<file path="src/rtl/lifn_pkg.sv">
// Package with the widths, register indexes and payload types of the LIF neuron unit.
package lifn_pkg;

    localparam int VOLT_W     = 24;
    localparam int LEAK_W     = 14;
    localparam int Q_FRAC     = 12;
    localparam int CFG_IDX_W  = 3;
    localparam int PROD_W     = VOLT_W + LEAK_W + 1;

    typedef logic signed [VOLT_W-1:0] volt_t;
    typedef logic        [LEAK_W-1:0] leak_t;
    typedef logic        [CFG_IDX_W-1:0] cfg_idx_t;

    localparam cfg_idx_t REG_RESTING   = cfg_idx_t'(0);
    localparam cfg_idx_t REG_LEAK      = cfg_idx_t'(1);
    localparam cfg_idx_t REG_THRESHOLD = cfg_idx_t'(2);
    localparam cfg_idx_t REG_TICK_MODE = cfg_idx_t'(3);

    localparam logic OP_RECEIVE = 1'b0;
    localparam logic OP_TICK    = 1'b1;

    localparam volt_t VOLT_MAX   = {1'b0, {(VOLT_W-1){1'b1}}};
    localparam volt_t VOLT_MIN   = {1'b1, {(VOLT_W-1){1'b0}}};
    localparam leak_t LEAK_RESET = leak_t'(1 << Q_FRAC);

endpackage

</file>
<file path="src/rtl/leaky_integrate_fire_neuron_unit.sv">
// Top level of the leaky integrate-and-fire neuron unit.
//
//  channel | handshake             | payload
//  --------+-----------------------+-------------------------------------
//  in      | in_valid / in_ready   | operation, transmission
//  out     | out_valid / out_ready | spike, membrane_level
//  cfg     | cfg_valid / cfg_ready | cfg_index, cfg_data
//
// Each word goes from acceptance into the input register, then through the
// leak multiply-add (tick) or weight add (receive) and the threshold compare
// into the result register. One word is accepted every cycle while the output drains.
// A stalled output holds its word and the input register; in_ready drops only
// when both are full. The configuration port is always ready.
// Reset restores the register defaults and clears membrane and both stages.
module leaky_integrate_fire_neuron_unit (
    input  logic                  clk,
    input  logic                  rst_n,
    input  logic                  in_valid,
    output logic                  in_ready,
    input  logic                  operation,
    input  lifn_pkg::volt_t       transmission,
    output logic                  out_valid,
    input  logic                  out_ready,
    output logic                  spike,
    output lifn_pkg::volt_t       membrane_level,
    input  logic                  cfg_valid,
    output logic                  cfg_ready,
    input  lifn_pkg::cfg_idx_t    cfg_index,
    input  lifn_pkg::volt_t       cfg_data
);
    import lifn_pkg::*;

    // Configuration registers.
    volt_t resting_reg;
    leak_t leak_reg;
    volt_t threshold_reg;
    logic  tick_mode_reg;

    // Neuron state.
    volt_t membrane_reg, membrane_next;
    volt_t staged_reg, staged_next;
    volt_t delayed_reg, delayed_next;

    // Input register.
    logic  s1_valid_reg;
    logic  s1_op_reg;
    volt_t s1_w_reg;

    // Result register.
    logic  out_valid_reg;
    logic  spike_reg, spike_next;
    volt_t level_reg;

    logic advance;
    logic cfg_we;

    logic signed [PROD_W-1:0]          product;
    logic signed [PROD_W-Q_FRAC-1:0]   leaked;
    logic signed [PROD_W-Q_FRAC:0]     tick_sum;
    logic signed [VOLT_W:0]            recv_sum;
    logic signed [VOLT_W:0]            stage_sum;
    volt_t                             tick_val;
    volt_t                             recv_val;
    volt_t                             stage_val;

    assign cfg_ready = 1'b1;
    assign cfg_we    = cfg_valid && cfg_ready;
    assign advance   = s1_valid_reg && (!out_valid_reg || out_ready);
    assign in_ready  = !s1_valid_reg || advance;

    assign out_valid      = out_valid_reg;
    assign spike          = spike_reg;
    assign membrane_level = level_reg;

    always_comb
    begin
        product  = $signed({1'b0, leak_reg}) * membrane_reg;
        // Arithmetic shift of the product rounds toward minus infinity.
        leaked   = product[PROD_W-1:Q_FRAC];
        tick_sum = (PROD_W-Q_FRAC+1)'(leaked) + (PROD_W-Q_FRAC+1)'(delayed_reg);
        if (tick_sum < 0)
            tick_val = '0;
        else if (tick_sum > (PROD_W-Q_FRAC+1)'(VOLT_MAX))
            tick_val = VOLT_MAX;
        else
            tick_val = tick_sum[VOLT_W-1:0];

        recv_sum = (VOLT_W+1)'(membrane_reg) + (VOLT_W+1)'(s1_w_reg);
        if (recv_sum > (VOLT_W+1)'(VOLT_MAX))
            recv_val = VOLT_MAX;
        else if (recv_sum < (VOLT_W+1)'(VOLT_MIN))
            recv_val = VOLT_MIN;
        else
            recv_val = recv_sum[VOLT_W-1:0];

        stage_sum = (VOLT_W+1)'(staged_reg) + (VOLT_W+1)'(s1_w_reg);
        if (stage_sum > (VOLT_W+1)'(VOLT_MAX))
            stage_val = VOLT_MAX;
        else if (stage_sum < (VOLT_W+1)'(VOLT_MIN))
            stage_val = VOLT_MIN;
        else
            stage_val = stage_sum[VOLT_W-1:0];

        membrane_next = membrane_reg;
        staged_next   = staged_reg;
        delayed_next  = delayed_reg;
        spike_next    = 1'b0;

        case (s1_op_reg)
            OP_TICK:
            begin
                delayed_next  = staged_reg;
                staged_next   = '0;
                membrane_next = tick_val;
                spike_next    = tick_val > threshold_reg;
            end
            default:
            begin
                if (tick_mode_reg)
                begin
                    staged_next = stage_val;
                end
                else
                begin
                    membrane_next = recv_val;
                    spike_next    = recv_val > threshold_reg;
                end
            end
        endcase

        if (spike_next)
            membrane_next = resting_reg;
    end

    // Configuration and neuron state.
    always_ff @(posedge clk or negedge rst_n)
    begin
        if (!rst_n)
        begin
            resting_reg   <= '0;
            leak_reg      <= LEAK_RESET;
            threshold_reg <= '0;
            tick_mode_reg <= 1'b1;
            membrane_reg  <= '0;
            staged_reg    <= '0;
            delayed_reg   <= '0;
        end
        else
        begin
            if (advance)
            begin
                staged_reg   <= staged_next;
                delayed_reg  <= delayed_next;
            end
            // Writing the resting level also loads the membrane.
            if (cfg_we && cfg_index == REG_RESTING)
                membrane_reg <= cfg_data;
            else if (advance)
                membrane_reg <= membrane_next;
            if (cfg_we)
            begin
                case (cfg_index)
                    REG_RESTING:   resting_reg   <= cfg_data;
                    REG_LEAK:      leak_reg      <= cfg_data[LEAK_W-1:0];
                    REG_THRESHOLD: threshold_reg <= cfg_data;
                    REG_TICK_MODE: tick_mode_reg <= cfg_data[0];
                    default:       ;
                endcase
            end
        end
    end

    // Valid flags of the input and result registers.
    always_ff @(posedge clk or negedge rst_n)
    begin
        if (!rst_n)
        begin
            s1_valid_reg  <= 1'b0;
            out_valid_reg <= 1'b0;
        end
        else
        begin
            if (in_ready)
                s1_valid_reg <= in_valid;
            if (advance)
                out_valid_reg <= 1'b1;
            else if (out_ready)
                out_valid_reg <= 1'b0;
        end
    end

    // Payload registers.
    always_ff @(posedge clk)
    begin
        if (in_valid && in_ready)
        begin
            s1_op_reg <= operation;
            s1_w_reg  <= transmission;
        end
        if (advance)
        begin
            spike_reg <= spike_next;
            level_reg <= membrane_next;
        end
    end

    // A tick always empties the staging sum.
    a_tick_clears_stage: assert property (@(posedge clk) disable iff (!rst_n)
        advance && s1_op_reg == OP_TICK |=> staged_reg == '0)
        else $error("staging sum not cleared by tick");

    // A staged receive leaves the membrane untouched.
    a_staged_keeps_membrane: assert property (@(posedge clk) disable iff (!rst_n)
        advance && s1_op_reg == OP_RECEIVE && tick_mode_reg && !cfg_we
        |=> $stable(membrane_reg))
        else $error("staged receive changed membrane");

    // An empty result register never stalls the input.
    a_ready_when_empty: assert property (@(posedge clk) disable iff (!rst_n)
        !out_valid_reg |-> in_ready)
        else $error("input stalled with empty output");

    // A word taken while the input register is full must move on the same edge.
    a_no_overwrite: assert property (@(posedge clk) disable iff (!rst_n)
        in_valid && in_ready && s1_valid_reg |-> advance)
        else $error("input register overwritten");

endmodule
</file>
<file path="config.mk">
export PLATFORM = sky130hd
export DESIGN_NAME = leaky_integrate_fire_neuron_unit
export DESIGN_NICKNAME = d
export VERILOG_FILES = /design/src/rtl/lifn_pkg.sv /design/src/rtl/leaky_integrate_fire_neuron_unit.sv
export SDC_FILE = /design/constraint.sdc
export NUM_CORES = 1
export LEC_CHECK = 0
export BUFFER_PORTS_ARGS = -buffer_cell sky130_fd_sc_hd__buf_4
export CAP_MARGIN = 20
export CORE_MARGIN = 3
export CORE_UTILIZATION = 60
export DETAILED_ROUTE_END_ITERATION = 6
export PLACE_DENSITY = 0.86
export RECOVER_POWER = 25
export SLEW_MARGIN = 20
export SYNTH_ARGS = -nofsm -noshare
export SYNTH_HDL_FRONTEND = slang
export SYNTH_SLANG_ARGS = --single-unit
</file>
<file path="constraint.sdc">
create_clock -name clk -period 12.5 [get_ports clk]
set_clock_uncertainty 0.1 [all_clocks]
set_input_delay 1.25 -clock clk [delete_from_list [all_inputs] [get_ports clk]]
set_output_delay 1.25 -clock clk [all_outputs]
set_load 0.005 [all_outputs]
</file>
# Word level (Yosys, flattened, before mapping)
# Cells that the tools add are included.
# op_classes
addsub	3
multipliers	1
muxes	17
n_lt_le_gt_ge	8
n_eq_ne	3
reduce_logical	17
# ops
cell	n
24-bit two-way mux	13
24-bit by 24-bit adder with 25-bit output	2
25-bit by 24-bit > comparator with 1-bit output, second input constant	2
25-bit by 24-bit less-than comparator with 1-bit output, second input constant	2
24-bit > comparator	2
15-bit by 24-bit multiplier with 39-bit output	1
27-bit by 24-bit adder with 28-bit output	1
28-bit by 24-bit > comparator with 1-bit output, second input constant	1
28-bit by 1-bit less-than comparator with 1-bit output, second input constant	1
2-bit AND reduction	6
3-bit by 2-bit equality test with 1-bit output, second input constant	2
2-bit nonzero test	3
1-bit two-way mux	4
3-bit by 1-bit equality test with 1-bit output, second input constant	1
1-bit logical AND	3
3-bit zero test	1
1-bit zero test	2
1-bit logical OR	2
# totals
elab_cells	62
output_inout_bits	28
ff_bits	187
inputBits	57

# Logic depth before layout (Yosys ltp)
# depth
ltp_word	10
mapped_depth	48
mapped_depth_nobuf	46

# Worst setup path before layout
# OpenSTA, ideal clock, no wires.
# synth_timing
kind	flip-flop to flip-flop
from	reg membrane_reg[11]
to	reg level_reg[16] (netlist: membrane_level[16]), data pin
t_required_ps	12135
period_less_slack_ps	10946
path_stages_with_launch	43
slack_ps	1554
arrival_time_ps	10581
n_path_buf	3
setup_ps	265
path_cell_list	dfrtp_1 > clkbuf_1 > and2_1 > fa_1 > inv_1 > fa_1 > inv_1 > fa_1 > fa_1 > fa_1 > inv_1 > fa_1 > inv_1 > ha_1 > or3_1 > a221oi_1 > a21bo_2 > a21bo_2 > [... 7 more ...] > o21a_1 > mux2i_1 > o211ai_2 > nor2_4 > buf_6 > clkbuf_1 > a21oi_1 > ha_1 > a211oi_1 > nor2_1 > a211oi_1 > nor2_1 > or4_1 > o2111ai_1 > and2_1 > inv_2 > a22o_1 > or3_1
# synth_via
elab_chain_len	8
elab_cells_between_ends	18
cone_classes	add/sub (2); mul (1); order compare (6); mux (9)
# synth_lines
element	line	text
from (decl)	leaky_integrate_fire_neuron_unit.sv:40	volt_t membrane_reg, membrane_next;
from (signal assigned)	leaky_integrate_fire_neuron_unit.sv:157	membrane_reg <= cfg_data;
from (signal assigned)	leaky_integrate_fire_neuron_unit.sv:159	membrane_reg <= membrane_next;
15-bit by 24-bit multiplier with 39-bit output or 24-bit by 24-bit adder with 25-bit output (tied branches)	leaky_integrate_fire_neuron_unit.sv:77, leaky_integrate_fire_neuron_unit.sv:88	
27-bit by 24-bit adder with 28-bit output or 25-bit by 24-bit less-than comparator with 1-bit output (tied branches)	leaky_integrate_fire_neuron_unit.sv:80, leaky_integrate_fire_neuron_unit.sv:91	
28-bit by 24-bit > comparator with 1-bit output or 24-bit two-way mux (tied branches)	leaky_integrate_fire_neuron_unit.sv:83, leaky_integrate_fire_neuron_unit.sv:91	
24-bit two-way mux (on tied branches)	leaky_integrate_fire_neuron_unit.sv:83, leaky_integrate_fire_neuron_unit.sv:89	
24-bit two-way mux or 24-bit > comparator (tied branches)	leaky_integrate_fire_neuron_unit.sv:81, leaky_integrate_fire_neuron_unit.sv:126	
24-bit > comparator or 1-bit two-way mux (tied branches)	leaky_integrate_fire_neuron_unit.sv:115, leaky_integrate_fire_neuron_unit.sv:119	
1-bit two-way mux	leaky_integrate_fire_neuron_unit.sv:109	case (s1_op_reg)
24-bit two-way mux (*)	leaky_integrate_fire_neuron_unit.sv:131	if (spike_next)
net membrane_next[16]	leaky_integrate_fire_neuron_unit.sv:40	
to (signal assigned)	leaky_integrate_fire_neuron_unit.sv:203	level_reg <= membrane_next;
to (decl)	leaky_integrate_fire_neuron_unit.sv:52	volt_t level_reg;
# Mark *: on every way through the listed nets, which the timed path passes. The rest lies on a longest branch.
# A chain may end at the register's enable or synchronous reset.

# Worst setup path in the final report
# layout_timing
from	reg membrane_reg[5]
to	reg level_reg[1] (netlist: membrane_level[1]), data pin
# The elaborated chain is that of the path after synthesis.

==> metrics.md <==
| Metric | Value |
|---|---|
| Status | finished with violations |
| Failing checks | max-capacitance violations, max-slew violations |
| Layout cell share with drive strength beyond 1 | between 10% and 20% |
| DR iter-0 viols | around 2.1k |
| Asr flop ratio synth | 73.26% |
| Worst-Skew Late Latency | around 0.46 ns |
| Slowest stage cell, crit path | dfrtp_2 |
| Unrepaired setup endpoints after global routing | true |
| Largest family of logic cells by synthesized area | adder cells |
| XOR/XNOR Fraction of Synth Area | between 3 and 4% |
| Data required, critical path | between 10 and 15 ns |
| Maximum root-to-sink buffer count | 2 |
| Initial antenna violation count | 2 |
| Global-route wire length before repair | ~120000 microns |
| Library cells used by synthesis | 96 |
| Setup Crit Path Kind | reg -> reg |
| Die area | ~44000 sq um |
| Worst Setup Start Kind | register |
| Max_cap viols | 1 |
| Die Wd | about 210 microns |
| Vias per cell | about 6.3 |
| Tot GR Track Use | 34.86% |
| Layer with the highest usage | met2 |
| Complex-gate fraction of the synthesized area | 13.73% |
| Period utilization | between 90% and 100% |
| Postcts setup bufs | 0 |
| Pre-CTS WS | 0.06029 ns |
| M1 GR Usage | 45.73% |
| Post-synth top area share | about 26% |
| EDFF count, synth | 50 |
| Min Tclk post-route | roughly 12 ns |
| Area grow syn2layout | 8.220% |
| Core area | between 40000 and 50000 sq um |
| Crit path DAT | 12.16 ns |
| DR DRC count | 0 |
| GR Overflow Total | 0 |
| RD Place Congestion | 1.041 |
| Post-synthesis mux area share | 2.310% |
| Post-synthesis sequential area ratio | about a fifth |
| Clock Sinks | between 150 and 200 |
| Cell Rows | 73 |
| Slew @ Worst Pin | 3.430 ns |
| Met3 Usage GRT | 8.377% |
| Buffers added on ports | 83 |
| Mapped Nets | ~3.2k |
| Largest cells by area after synthesis | fa_1 (26%), dfrtp_1 (14%), ha_1 (11%) |
| Mapped Cells | 2654 |
| Crit end category | register |
| TritonCTS clock tree | yes |
| Max FO, Critical Path | 16 |
| Synth Area in Simple Gates | 15.86% |
| IO Pins | 85 |
| Setup TNS | 0 ns |
| Final WS setup | between 0.4 and 0.5 ns |
| Reg clk slew, reported paths | about 0.080 ns |
| Post-DP HPWL | between 50000 and 60000 microns |
| Fin nets | between 3k and 4k |
| Root Driver | clkbuf_16 |
| Max Slew Vio Count | 63 |
| Delay-heaviest family, CP | compound AO/OA/AOI/OAI gates |
| Die outline height | ~210 microns |
| Fmax | ~83 MHz |
| Dominant cell type by area after synthesis | fa_1 |
| DR vias | between 20k and 25k |
| Most used cell, CP | fa_1 |
| Buf/Inv on CP | 8 |
| Setup violators final | 0 |
| Primary FF master, synth | dfrtp_1 |
| Slowest stage delay, CP | ~0.59 ns |
| WL final | around 74000 microns |
| Initial Util | around three fifths |
| Hold crit path type | reg -> reg |
| Largest net degree at the start of global routing | between 70 and 80 |
| Cts hold-fix bufs | 0 |
| Commonest non-fill, non-tap cell in the layout | inv_1 |
| Final Hold Viols | 0 |
| Post-Syn Area per Cell | a little over 9 sq um |
| Antenna Violating Nets Remaining | 0 |
| Worst rel slew slack | -128.7% |
| Post-Synth Adder-Cell Area | 36.73% |
| Post-synthesis sequential element count | between 150 and 200 |
| First drt pass iteration count | 6 |
| Vias in the first global route | ~21k |
| GR Util met2 | 55.55% |
| Post-Syn Area | about 25000 sq um |
| CTS buffer count | 17 |
| Most frequent cells in the layout | inv_1 (404), nand2_1 (324), fa_1 (316) |
| Yosys warns | 0 |
| Per-cell routed wire length | 22.94 microns |
| H-tree Lvls | 4 |
layout make-up:
| type | instances | area (sq um) |
|---|---|---|
| Sequential cell | 187 | 4965 |
| Multi-Input combinational cell | 1956 | 17800 |
| Antenna cell | 1 | 2.502 |
| Clock buffer | 17 | 425.4 |
| Timing Repair Buffer | 139 | 1081 |
| Inverter | 407 | 1530 |
| Clock inverter | 15 | 209.0 |
| Fill cell | 3117 | 13520 |
| Tap cell | 525 | 656.9 |
metal layers:
metal  part of all wire (%)  vias up
met2                     46     1229
li1                       -     8878
met4                    5.4        4
met5                  0.031        -
met1                     38     9931
met3                     10      300
through the flow:
step | utilization (%) | cell area [sq um] | cells | hold WS (ns)
after floorplan | - | 24640 | 2654 | 0.3376
after global routing | 66.35 | 26670 | 3246 | 0.4126
after detailed placement | 64.58 | 25950 | 3214 | 0.3628
final | 66.36 | 26670 | 3247 | 0.3853
after global placement | 64.54 | 25940 | 3213 | 0.3578
after CTS | 66.16 | 26590 | 3246 | 0.3833
tightest hold or removal path, delay by kind of cell, from the launching register on:
family | cells | cell delay [ns]
simple gates | 2 | 0.11
flops | 1 | 0.35
path summary, 6_finish.rpt:
kind,slack [ns],endpoint,startpoint,depth (start not counted)
min in group asynchronous,1.83,threshold_reg[15]$_DFFE_PN0P_,rst_n,1
min,0.39,resting_reg[3]$_DFFE_PN0P_,resting_reg[3]$_DFFE_PN0P_,2
max reg2reg,0.43,membrane_level[1]$_DFFE_PP_,membrane_reg[5]$_DFFE_PN0P_,43
max in group asynchronous,8.00,membrane_reg[6]$_DFFE_PN0P_,rst_n,2
max,0.43,membrane_level[1]$_DFFE_PP_,membrane_reg[5]$_DFFE_PN0P_,43
min reg2reg,0.39,resting_reg[3]$_DFFE_PN0P_,resting_reg[3]$_DFFE_PN0P_,2
timing repair:
action	in CTS	in global routing
setup endpoints to repair	0	49
resized for setup	0	38
hold endpoints to repair	0	0
synthesized netlist by cell type (all sizes together), types with 5 or more instances:
| master | number |
|---|---|
| o211a | 9 |
| xnor2 | 60 |
| nor3 | 26 |
| clkbuf | 82 |
| a21oi | 126 |
| nand2b | 16 |
| fa | 316 |
| a211o | 5 |
| a21o | 43 |
| or3 | 11 |
| nor2 | 81 |
| o31ai | 14 |
| xor2 | 33 |
| edfxtp | 50 |
| o21a | 19 |
| mux2i | 7 |
| nand3 | 44 |
| o21bai | 9 |
| inv | 406 |
| o22a | 6 |
| o21ai | 99 |
| nand4 | 25 |
| dfrtp | 135 |
| ha | 212 |
| nand2 | 325 |
| a221o | 27 |
| a2111oi | 8 |
| mux2 | 44 |
| o221ai | 7 |
| and3 | 13 |
| a31oi | 15 |
| o22ai | 5 |
| a221oi | 9 |
| or2 | 6 |
| and2 | 216 |
| o211ai | 24 |
| a211oi | 20 |
| nor2b | 9 |
| a22o | 5 |
| buf | 22 |
| and4 | 5 |
| maj3 | 7 |
cell families (layout without fill, tap and decap cells):
group	after synthesis	count (layout)
AO/OA/AOI/OAI	485	485
XOR/XNOR	93	93
flip-flops	187	187
multiplexers	51	51
AND/OR/NAND/NOR	790	790
adder cells (fa/ha/maj)	535	535
other	2	3
buffers and inverters	511	578
Power is not shown: default switching activity piles up to over one toggle a cycle in this logic, so the estimate is an artifact.
